## src/hdl/shfp_pkg.sv

```systemverilog
`timescale 1ns / 1ps

package shfp_pkg;

	// magic and check lengths, in bytes
	localparam logic [2:0] HDR_MAGIC_LEN = 3'd6;
	localparam logic [2:0] FTR_MAGIC_LEN = 3'd2;
	localparam logic [2:0] CRC_LEN       = 3'd4;

	localparam int HDR_MAGIC_W = 48;
	localparam int FTR_MAGIC_W = 16;

	// flags byte fields and the crc-32 polynomial
	localparam logic [7:0] FLAGS_RSVD_MASK = 8'hE0;
	localparam logic [31:0] CRC_POLY       = 32'hEDB88320;

	// configuration port
	localparam int CFG_AW = 5;
	localparam int CFG_DW = 64;

	typedef enum logic [1:0] {
		REG_TAIL_MODE    = 2'd0,
		REG_HEADER_MAGIC = 2'd1,
		REG_FOOTER_MAGIC = 2'd2
	} reg_idx_t;

	typedef enum logic [2:0] {
		ST_OK       = 3'd0,
		ST_FINISHED = 3'd1,
		ST_DATA_ERR = 3'd2,
		ST_HDR_ERR  = 3'd3,
		ST_IDLE     = 3'd4
	} status_t;

	typedef struct packed {
		logic                   tail_mode;
		logic [HDR_MAGIC_W-1:0] header_magic;
		logic [FTR_MAGIC_W-1:0] footer_magic;
	} cfg_t;

	typedef struct packed {
		logic       flags_seen;
		logic       multi_stream;
		logic       has_crc;
		logic [2:0] check_type;
		status_t    status;
	} result_t;

	// reflected crc-32 of a single byte, with initial and final inversion
	function automatic logic [31:0] crc32_byte(input logic [7:0] b);
		logic [31:0] c;
		c = 32'hFFFF_FFFF ^ {24'h0, b};
		for (int i = 0; i < 8; i++) begin
			c = c[0] ? ((c >> 1) ^ CRC_POLY) : (c >> 1);
		end
		return ~c;
	endfunction

endpackage

```

## src/hdl/shfp_cfg.sv

```systemverilog
`timescale 1ns / 1ps

module shfp_cfg
	import shfp_pkg::*;
(
	input  logic              clk,
	input  logic              arst_n,
	input  logic              psel,
	input  logic              penable,
	input  logic              pwrite,
	input  logic [CFG_AW-1:0] paddr,
	input  logic [CFG_DW-1:0] pwdata,
	output logic [CFG_DW-1:0] prdata,
	output logic              pready,
	output cfg_t              cfg
);

	logic     tail_mode_q;
	logic [HDR_MAGIC_W-1:0] header_magic_q;
	logic [FTR_MAGIC_W-1:0] footer_magic_q;
	logic     wr_en;
	reg_idx_t reg_idx;

	assign pready  = 1'b1;
	assign wr_en   = psel && penable && pwrite && pready;
	assign reg_idx = reg_idx_t'(paddr[4:3]);

	always_ff @(posedge clk or negedge arst_n) begin
		if (!arst_n) begin
			tail_mode_q    <= 1'b0;
			header_magic_q <= '0;
			footer_magic_q <= '0;
		end else if (wr_en) begin
			case (reg_idx)
				REG_TAIL_MODE:    tail_mode_q    <= pwdata[0];
				REG_HEADER_MAGIC: header_magic_q <= pwdata[HDR_MAGIC_W-1:0];
				REG_FOOTER_MAGIC: footer_magic_q <= pwdata[FTR_MAGIC_W-1:0];
				default: ;
			endcase
		end
	end

	always_comb begin
		case (reg_idx)
			REG_TAIL_MODE:    prdata = {{(CFG_DW-1){1'b0}}, tail_mode_q};
			REG_HEADER_MAGIC: prdata = {{(CFG_DW-HDR_MAGIC_W){1'b0}}, header_magic_q};
			REG_FOOTER_MAGIC: prdata = {{(CFG_DW-FTR_MAGIC_W){1'b0}}, footer_magic_q};
			default:          prdata = '0;
		endcase
	end

	assign cfg.tail_mode    = tail_mode_q;
	assign cfg.header_magic = header_magic_q;
	assign cfg.footer_magic = footer_magic_q;

endmodule

```

## src/hdl/shfp_core.sv

```systemverilog
`timescale 1ns / 1ps

module shfp_core
	import shfp_pkg::*;
(
	input  logic       clk,
	input  logic       arst_n,
	input  cfg_t       cfg,
	input  logic       step_en,
	input  logic [7:0] in_byte,
	input  logic       begin_req,
	output result_t    res
);

	typedef enum logic [2:0] {
		PH_HDR_MAGIC  = 3'd0,
		PH_HDR_FLAGS  = 3'd1,
		PH_HDR_CRC    = 3'd2,
		PH_TAIL_FLAGS = 3'd3,
		PH_TAIL_MAGIC = 3'd4
	} phase_t;

	phase_t      phase_q, ph_d;
	logic [2:0]  byte_idx_q, idx_d;
	logic [31:0] flags_crc_q, crc_d;
	logic [4:0]  latched_flags_q, lf_d;
	logic        halted_q, hlt_d;
	status_t     st;

	logic [HDR_MAGIC_W-1:0] hdr_sh;
	logic [FTR_MAGIC_W-1:0] ftr_sh;
	logic [31:0]            crc_sh;
	logic                   flags_ok;

	// byte select by shift; index is range-checked before use
	assign hdr_sh   = cfg.header_magic >> {byte_idx_q, 3'b000};
	assign ftr_sh   = cfg.footer_magic >> {byte_idx_q, 3'b000};
	assign crc_sh   = flags_crc_q >> {byte_idx_q, 3'b000};
	assign flags_ok = (in_byte & FLAGS_RSVD_MASK) == 8'h00;

	always_comb begin
		ph_d  = phase_q;
		idx_d = byte_idx_q;
		crc_d = flags_crc_q;
		lf_d  = latched_flags_q;
		hlt_d = halted_q;
		st    = ST_OK;

		if (begin_req) begin
			ph_d  = cfg.tail_mode ? PH_TAIL_FLAGS : PH_HDR_MAGIC;
			idx_d = '0;
			crc_d = '0;
			lf_d  = '0;
			hlt_d = 1'b0;
		end

		// after begin, the counters seen below are all zero
		if (hlt_d) begin
			st = ST_IDLE;
		end else begin
			case (ph_d)
				PH_HDR_MAGIC: begin
					if (idx_d >= HDR_MAGIC_LEN ||
					    in_byte != (begin_req ? cfg.header_magic[7:0] : hdr_sh[7:0])) begin
						st = ST_DATA_ERR;
					end else if (idx_d + 3'd1 == HDR_MAGIC_LEN) begin
						idx_d = '0;
						ph_d  = PH_HDR_FLAGS;
					end else begin
						idx_d = idx_d + 3'd1;
					end
				end
				PH_HDR_FLAGS: begin
					if (!flags_ok) begin
						st = ST_HDR_ERR;
					end else begin
						lf_d  = in_byte[4:0];
						crc_d = crc32_byte(in_byte);
						ph_d  = PH_HDR_CRC;
					end
				end
				PH_HDR_CRC: begin
					if (idx_d >= CRC_LEN || in_byte != crc_sh[7:0]) begin
						st = ST_DATA_ERR;
					end else begin
						idx_d = idx_d + 3'd1;
						if (idx_d == CRC_LEN)
							st = ST_FINISHED;
					end
				end
				PH_TAIL_FLAGS: begin
					if (!flags_ok) begin
						st = ST_HDR_ERR;
					end else begin
						lf_d = in_byte[4:0];
						ph_d = PH_TAIL_MAGIC;
					end
				end
				PH_TAIL_MAGIC: begin
					if (idx_d >= FTR_MAGIC_LEN || in_byte != ftr_sh[7:0]) begin
						st = ST_DATA_ERR;
					end else begin
						idx_d = idx_d + 3'd1;
						if (idx_d == FTR_MAGIC_LEN)
							st = ST_FINISHED;
					end
				end
				default: st = ST_DATA_ERR;
			endcase
			if (st != ST_OK)
				hlt_d = 1'b1;
		end
	end

	always_ff @(posedge clk or negedge arst_n) begin
		if (!arst_n) begin
			phase_q         <= PH_HDR_MAGIC;
			byte_idx_q      <= '0;
			flags_crc_q     <= '0;
			latched_flags_q <= '0;
			halted_q        <= 1'b0;
		end else if (step_en) begin
			phase_q         <= ph_d;
			byte_idx_q      <= idx_d;
			flags_crc_q     <= crc_d;
			latched_flags_q <= lf_d;
			halted_q        <= hlt_d;
		end
	end

	assign res.status       = st;
	assign res.check_type   = lf_d[2:0];
	assign res.has_crc      = lf_d[3];
	assign res.multi_stream = lf_d[4];
	assign res.flags_seen   = (ph_d == PH_HDR_CRC) || (ph_d == PH_TAIL_MAGIC);

	a_err_halts: assert property (@(posedge clk) disable iff (!arst_n)
		step_en && res.status != ST_OK |=> halted_q)
		else $error("non-ok status did not halt the parser");

	a_idle_only_halted: assert property (@(posedge clk) disable iff (!arst_n)
		step_en && res.status == ST_IDLE |-> halted_q && !begin_req)
		else $error("idle status while parser active");

	a_halted_frozen: assert property (@(posedge clk) disable iff (!arst_n)
		step_en && halted_q && !begin_req |=> $stable(latched_flags_q) &&
		$stable(phase_q) && $stable(byte_idx_q))
		else $error("halted parser changed state");

	a_magic_idx_range: assert property (@(posedge clk) disable iff (!arst_n)
		phase_q == PH_HDR_MAGIC |-> byte_idx_q < HDR_MAGIC_LEN)
		else $error("header magic index out of range");

endmodule

```

## src/hdl/stream_header_footer_parser.sv

```systemverilog
`timescale 1ns / 1ps

// Checks a stream header (magic, flags byte, crc-32 of the flags byte) or a
// stream tail (flags byte, footer magic), one byte per item, and returns one
// status item per byte. A byte flagged with begin on s_tuser restarts parsing
// in the mode set by tail_mode; after finished or an error every byte reports
// idle until the next begin. Throughput is one byte per clock while the output
// is free: the whole parser state update is combinational between the input
// register and the result register, so each result is shown on m_tdata from the
// result register. Registers are written over APB at byte addresses 0
// (tail_mode), 8 (header_magic) and 16 (footer_magic).
module stream_header_footer_parser
	import shfp_pkg::*;
(
	input  logic              clk,
	input  logic              arst_n,
	input  logic              s_tvalid,
	output logic              s_tready,
	input  logic [7:0]        s_tdata,   // [7:0] in_byte
	input  logic              s_tuser,   // [0] begin_req
	output logic              m_tvalid,
	input  logic              m_tready,
	output logic [15:0]       m_tdata,   // [2:0] status, [5:3] check_type, [6] has_crc,
	                                     // [7] multi_stream, [8] flags_seen, [15:9] zero
	input  logic              psel,
	input  logic              penable,
	input  logic              pwrite,
	input  logic [CFG_AW-1:0] paddr,
	input  logic [CFG_DW-1:0] pwdata,
	output logic [CFG_DW-1:0] prdata,
	output logic              pready
);

	cfg_t       cfg;
	result_t    res;
	logic       valid_s1;
	logic [7:0] byte_s1;
	logic       begin_s1;
	logic       valid_s2;
	result_t    res_s2;
	logic       out_adv;
	logic       step_en;

	shfp_cfg u_cfg (
		.clk     (clk),
		.arst_n  (arst_n),
		.psel    (psel),
		.penable (penable),
		.pwrite  (pwrite),
		.paddr   (paddr),
		.pwdata  (pwdata),
		.prdata  (prdata),
		.pready  (pready),
		.cfg     (cfg)
	);

	shfp_core u_core (
		.clk       (clk),
		.arst_n    (arst_n),
		.cfg       (cfg),
		.step_en   (step_en),
		.in_byte   (byte_s1),
		.begin_req (begin_s1),
		.res       (res)
	);

	assign out_adv  = !valid_s2 || m_tready;
	assign step_en  = valid_s1 && out_adv;
	assign s_tready = !valid_s1 || out_adv;

	always_ff @(posedge clk or negedge arst_n) begin
		if (!arst_n) begin
			valid_s1 <= 1'b0;
			valid_s2 <= 1'b0;
		end else begin
			if (s_tready)
				valid_s1 <= s_tvalid;
			if (out_adv)
				valid_s2 <= valid_s1;
		end
	end

	always_ff @(posedge clk) begin
		if (s_tvalid && s_tready) begin
			byte_s1  <= s_tdata;
			begin_s1 <= s_tuser;
		end
		if (step_en)
			res_s2 <= res;
	end

	assign m_tvalid = valid_s2;
	assign m_tdata  = {7'b0, res_s2};

endmodule

```

## config.mk

```make
export PLATFORM = sky130hd
export DESIGN_NAME = stream_header_footer_parser
export DESIGN_NICKNAME = d
export VERILOG_FILES = /design/src/hdl/shfp_pkg.sv /design/src/hdl/shfp_cfg.sv /design/src/hdl/shfp_core.sv /design/src/hdl/stream_header_footer_parser.sv
export SDC_FILE = /design/constraint.sdc
export NUM_CORES = 1
export LEC_CHECK = 0
export CAP_MARGIN = 20
export CORE_ASPECT_RATIO = 2
export CORE_MARGIN = 4
export CORE_UTILIZATION = 50
export CTS_CLUSTER_SIZE = 20
export DETAILED_ROUTE_END_ITERATION = 10
export DONT_BUFFER_PORTS = 1
export PLACE_DENSITY = 0.73
export RECOVER_POWER = 50
export SETUP_SLACK_MARGIN = 0.1
export SKIP_CTS_REPAIR_TIMING = 1
export SLEW_MARGIN = 25
export SYNTH_ARGS = -nofsm -noshare
export SYNTH_HDL_FRONTEND = slang
export SYNTH_SLANG_ARGS = --single-unit
```

## constraint.sdc

```tcl
create_clock -name clk -period 2.7 [get_ports clk]
set_input_delay 0.675 -clock clk [delete_from_list [all_inputs] [get_ports clk]]
set_output_delay 0.675 -clock clk [all_outputs]
set_load 0.01 [all_outputs]
```

==> summary.md <==
| Metric | Value |
|---|---|
| Number of synthesized flops with an enable pin | 18 |
| First-pass GRT wire length | 33600 um |
| Hold Vio Cnt, Final | 111 |
| Finished Cell Area | 0.00871 sq mm |
| P_leak | 3.74 nW |
| Reg-to-reg slack, setup | -0.23 ns |
| Cts bufs inserted | 17 |
| Fmax | 341 MHz |
| Initial DRT Pass Iterations | 5 |
| FP Rows | 62 |
| Placed insts | 913 |
| Crit-path max FO | 5 |
| Period Utilization, post-route | 108% |
| Critical Path, Cell by Cell | mux4_2 -> and2_4 -> or3_1 -> a21oi_2 -> a41oi_2 -> buf_4 -> or4_4 -> o21ai_2 -> a221o_1 |
| IO Port Bufs | 0 |
| Pin count of the biggest net entering global routing | 112 |
| FFs w/ async S/R, synth | 86.0% |
| Max cap viols | 0 |
| Worst endpoint required time | 3.06 ns |
| Setup TNS | -0.924 ns |
| Total gr overflow | 0 |
| Post-synthesis cell count | 702 |
| Pre-CTS WS | -0.238 ns |
| Yosys warns | 0 |
| Buffers plus inverters on the worst setup path | 1 |
| Finished Layout Cells | 951 |
| Final setup viols | 8 |
| Pwr dens | 816 mW/mm^2 |
| Critical Path AT | 3.29 ns |
| Core box area | 0.0145 sq mm |
| Number of global-route vias before repair | 6089 |
| CTS tree | done |
| Max_slew headroom | 20.2% |
| Placed Instance Area | 0.00798 sq mm |
| Area of the multi-input gates | 0.00394 sq mm |
| CP delay by family, top | simple AND/OR/NAND/NOR gates |
| Clock slew at reported path FFs | 0.06 ns |
| Worst slew pin tran | 1.20 ns |
| Share of cells above drive strength 1 | 29.6% |
| Die width | 94.4 um |
| Synth cell types | 62 |
| Initial Util | 51.4% |
| CTS Buffer Depth | 2 |
| Vias after detailed routing | 5690 |
| Syn avg cell area | 10.6 sq um |
| Min-Delay Path Class | in2async |
| FF/Latch Area | 0.00332 sq mm |
| Die Area | 0.0171 sq mm |
| Antenna Nets Post-Route | 0 |
| Most frequent cells in the layout | dfrtp_1, mux2_2, buf_4 |
| DRT iter0 DRCs | 354 |
| HPWL after detailed placement | 15600 um |
| Tmin final | 2.93 ns |
| Worst setup EP type | flip-flop |
| Routed Wire Length | 21200 um |
| Failing checks | negative hold slack, negative setup slack |
| Via density | 5.98 |
| Fin. max-slew vios | 0 |
| Initial antenna violation count | 0 |
| ANT cells | 0 |
| H-Tree Depth | 4 |
| Clk Latency, worst-skew pair | 0.42 ns |
| Peak VDD IR | 649 uV |
| Ports | 168 |
| Sequential fraction of the synthesis area | 44.5% |
| Critical Path Start Type | flip-flop |
| Clk root buf | clkbuf_16 |
| Mapped Area | 0.00746 sq mm |
| Most used DFF post-synth | dfrtp_1 |
| Crit-path slowest cell | mux4_2 |
| Gr usage total | 26.0% |
| Nets | 835 |
| Layout area overhead | 16.8% |
| Critical path class | reg2reg |
| Number of fill cells in the layout | 1185 |
| Seq cells post-synth | 129 |
| GPL Wtd Cong | 0.947 |
| Hold slack | -0.0571 ns |
| Die Span Y | 181 um |
| Commonest non-fill, non-tap cell in the layout | dfrtp_1 |
| CTS sink count | 129 |
| DRC violation count after routing | 0 |
| Wire per inst | 22.3 um |
| RSZ-0062 raised after global routing | yes |
| Status | finished, violations left |
| Crit-path max cell delay | 0.53 ns |
| Setup ws final | -0.229 ns |
| Final Skew | 0.00688 ns |
[worst register-to-register path: cells and delay by family (launching register included)]
kind,cells,cell delay (ns)
buf+inv,1,0.19
compound gates,4,0.65
mux,1,0.53
flops,1,0.49
simple gates,3,1.00
[metrics by stage]
| stage | power, mW | util (%) |
|---|---|---|
| 2_1_floorplan | 4.01 | - |
| 3_3_place_gp | 4.61 | 55.0 |
| 3_5_place_dp | 4.68 | 55.0 |
| 4_1_cts | 6.91 | 59.0 |
| 5_1_grt | 7.44 | 60.1 |
| 6_report | 7.11 | 60.1 |
[synthesized netlist by cell type (5+ instances only)]
cell type	count	area share [%]
nand2_1	54	2.7
xnor2_1	34	4.0
xor2_1	18	2.1
a31o_2	6	0.70
mux2_2	71	11
nand2b_1	8	0.67
mux2i_1	16	2.1
nor2_1	39	2.0
and3_1	7	0.59
o21ai_0	33	2.2
mux4_2	13	3.9
nor3_1	14	0.94
buf_1	8	0.40
a22o_1	16	1.9
a21oi_1	13	0.87
buf_4	25	2.5
nor2b_1	5	0.42
nand3_1	22	1.5
a31oi_1	5	0.42
a211oi_1	7	0.70
inv_1	8	0.40
clkbuf_1	36	1.8
and2_1	38	3.2
edfxtp_1	18	7.2
dfrtp_1	111	37
[flip-flops by register name, summed over array words and instances (netlist names)]
| register | cells |
|---|---|
| begin_s1 | 1 |
| byte_s1 | 8 |
| m_tdata | 9 |
| m_tvalid | 1 |
| u_cfg.footer_magic_q | 16 |
| u_cfg.header_magic_q | 48 |
| u_cfg.tail_mode_q | 1 |
| u_core.byte_idx_q | 3 |
| u_core.flags_crc_q | 32 |
| u_core.halted_q | 1 |
| u_core.latched_flags_q | 5 |
| u_core.phase_q | 3 |
| valid_s1 | 1 |
[where the power goes]
part	switching [mW]	total [mW]	internal, mW	leakage [nW]
Clock	0.931	2.23	1.30	0.281
Combinational	1.06	2.23	1.17	1.86
Sequential	0.362	2.64	2.28	1.60
Total	2.36	7.11	4.75	3.74
[final cells by class]
| cell class | count | area share (%) |
|---|---|---|
| multi-input cells | 513 | 45.2 |
| flip-flops and latches | 129 | 38.1 |
| repair buffers | 77 | 7.02 |
| clock buffers | 20 | 5.50 |
| well taps | 192 | 2.76 |
| clock inverters | 12 | 1.06 |
| inverters | 8 | 0.345 |
[final timing paths]
path                                        from                       end  cells after the start
setup / recovery            u_core.byte_idx_q[0]      u_core.byte_idx_q[1]                      9
hold / removal                            arst_n   u_cfg.header_magic_q[9]                      0
setup reg to reg            u_core.byte_idx_q[0]      u_core.byte_idx_q[1]                      9
hold reg to reg            u_core.flags_crc_q[9]     u_core.flags_crc_q[9]                      2
max in group asynchronous                 arst_n  u_cfg.header_magic_q[36]                      0
min in group clk                      s_tdata[2]                byte_s1[2]                      0
[kinds of logic (layout without fill, tap and decap cells)]
group,count (synthesis),count (layout),synth area share (%)
simple gates,210,210,14.3
flops,129,129,44.5
compound gates,121,121,11.3
mux,102,102,17.5
buf+inv,82,117,5.55
xor+xnor,52,52,6.10
fa+ha+maj,4,4,0.671
other cells,2,24,0.101
[routing by layer]
metal | up-vias | share of wire (%) | track usage (%)
met5 | - | 0 | 0
li1 | 2560 | - | -
met1 | 2819 | 33 | 26.1
met3 | 83 | 5.0 | 5.58
met2 | 228 | 55 | 46.8
met4 | 0 | 6.9 | 16.6
No activity file was read; power rests on OpenSTA's default activity.
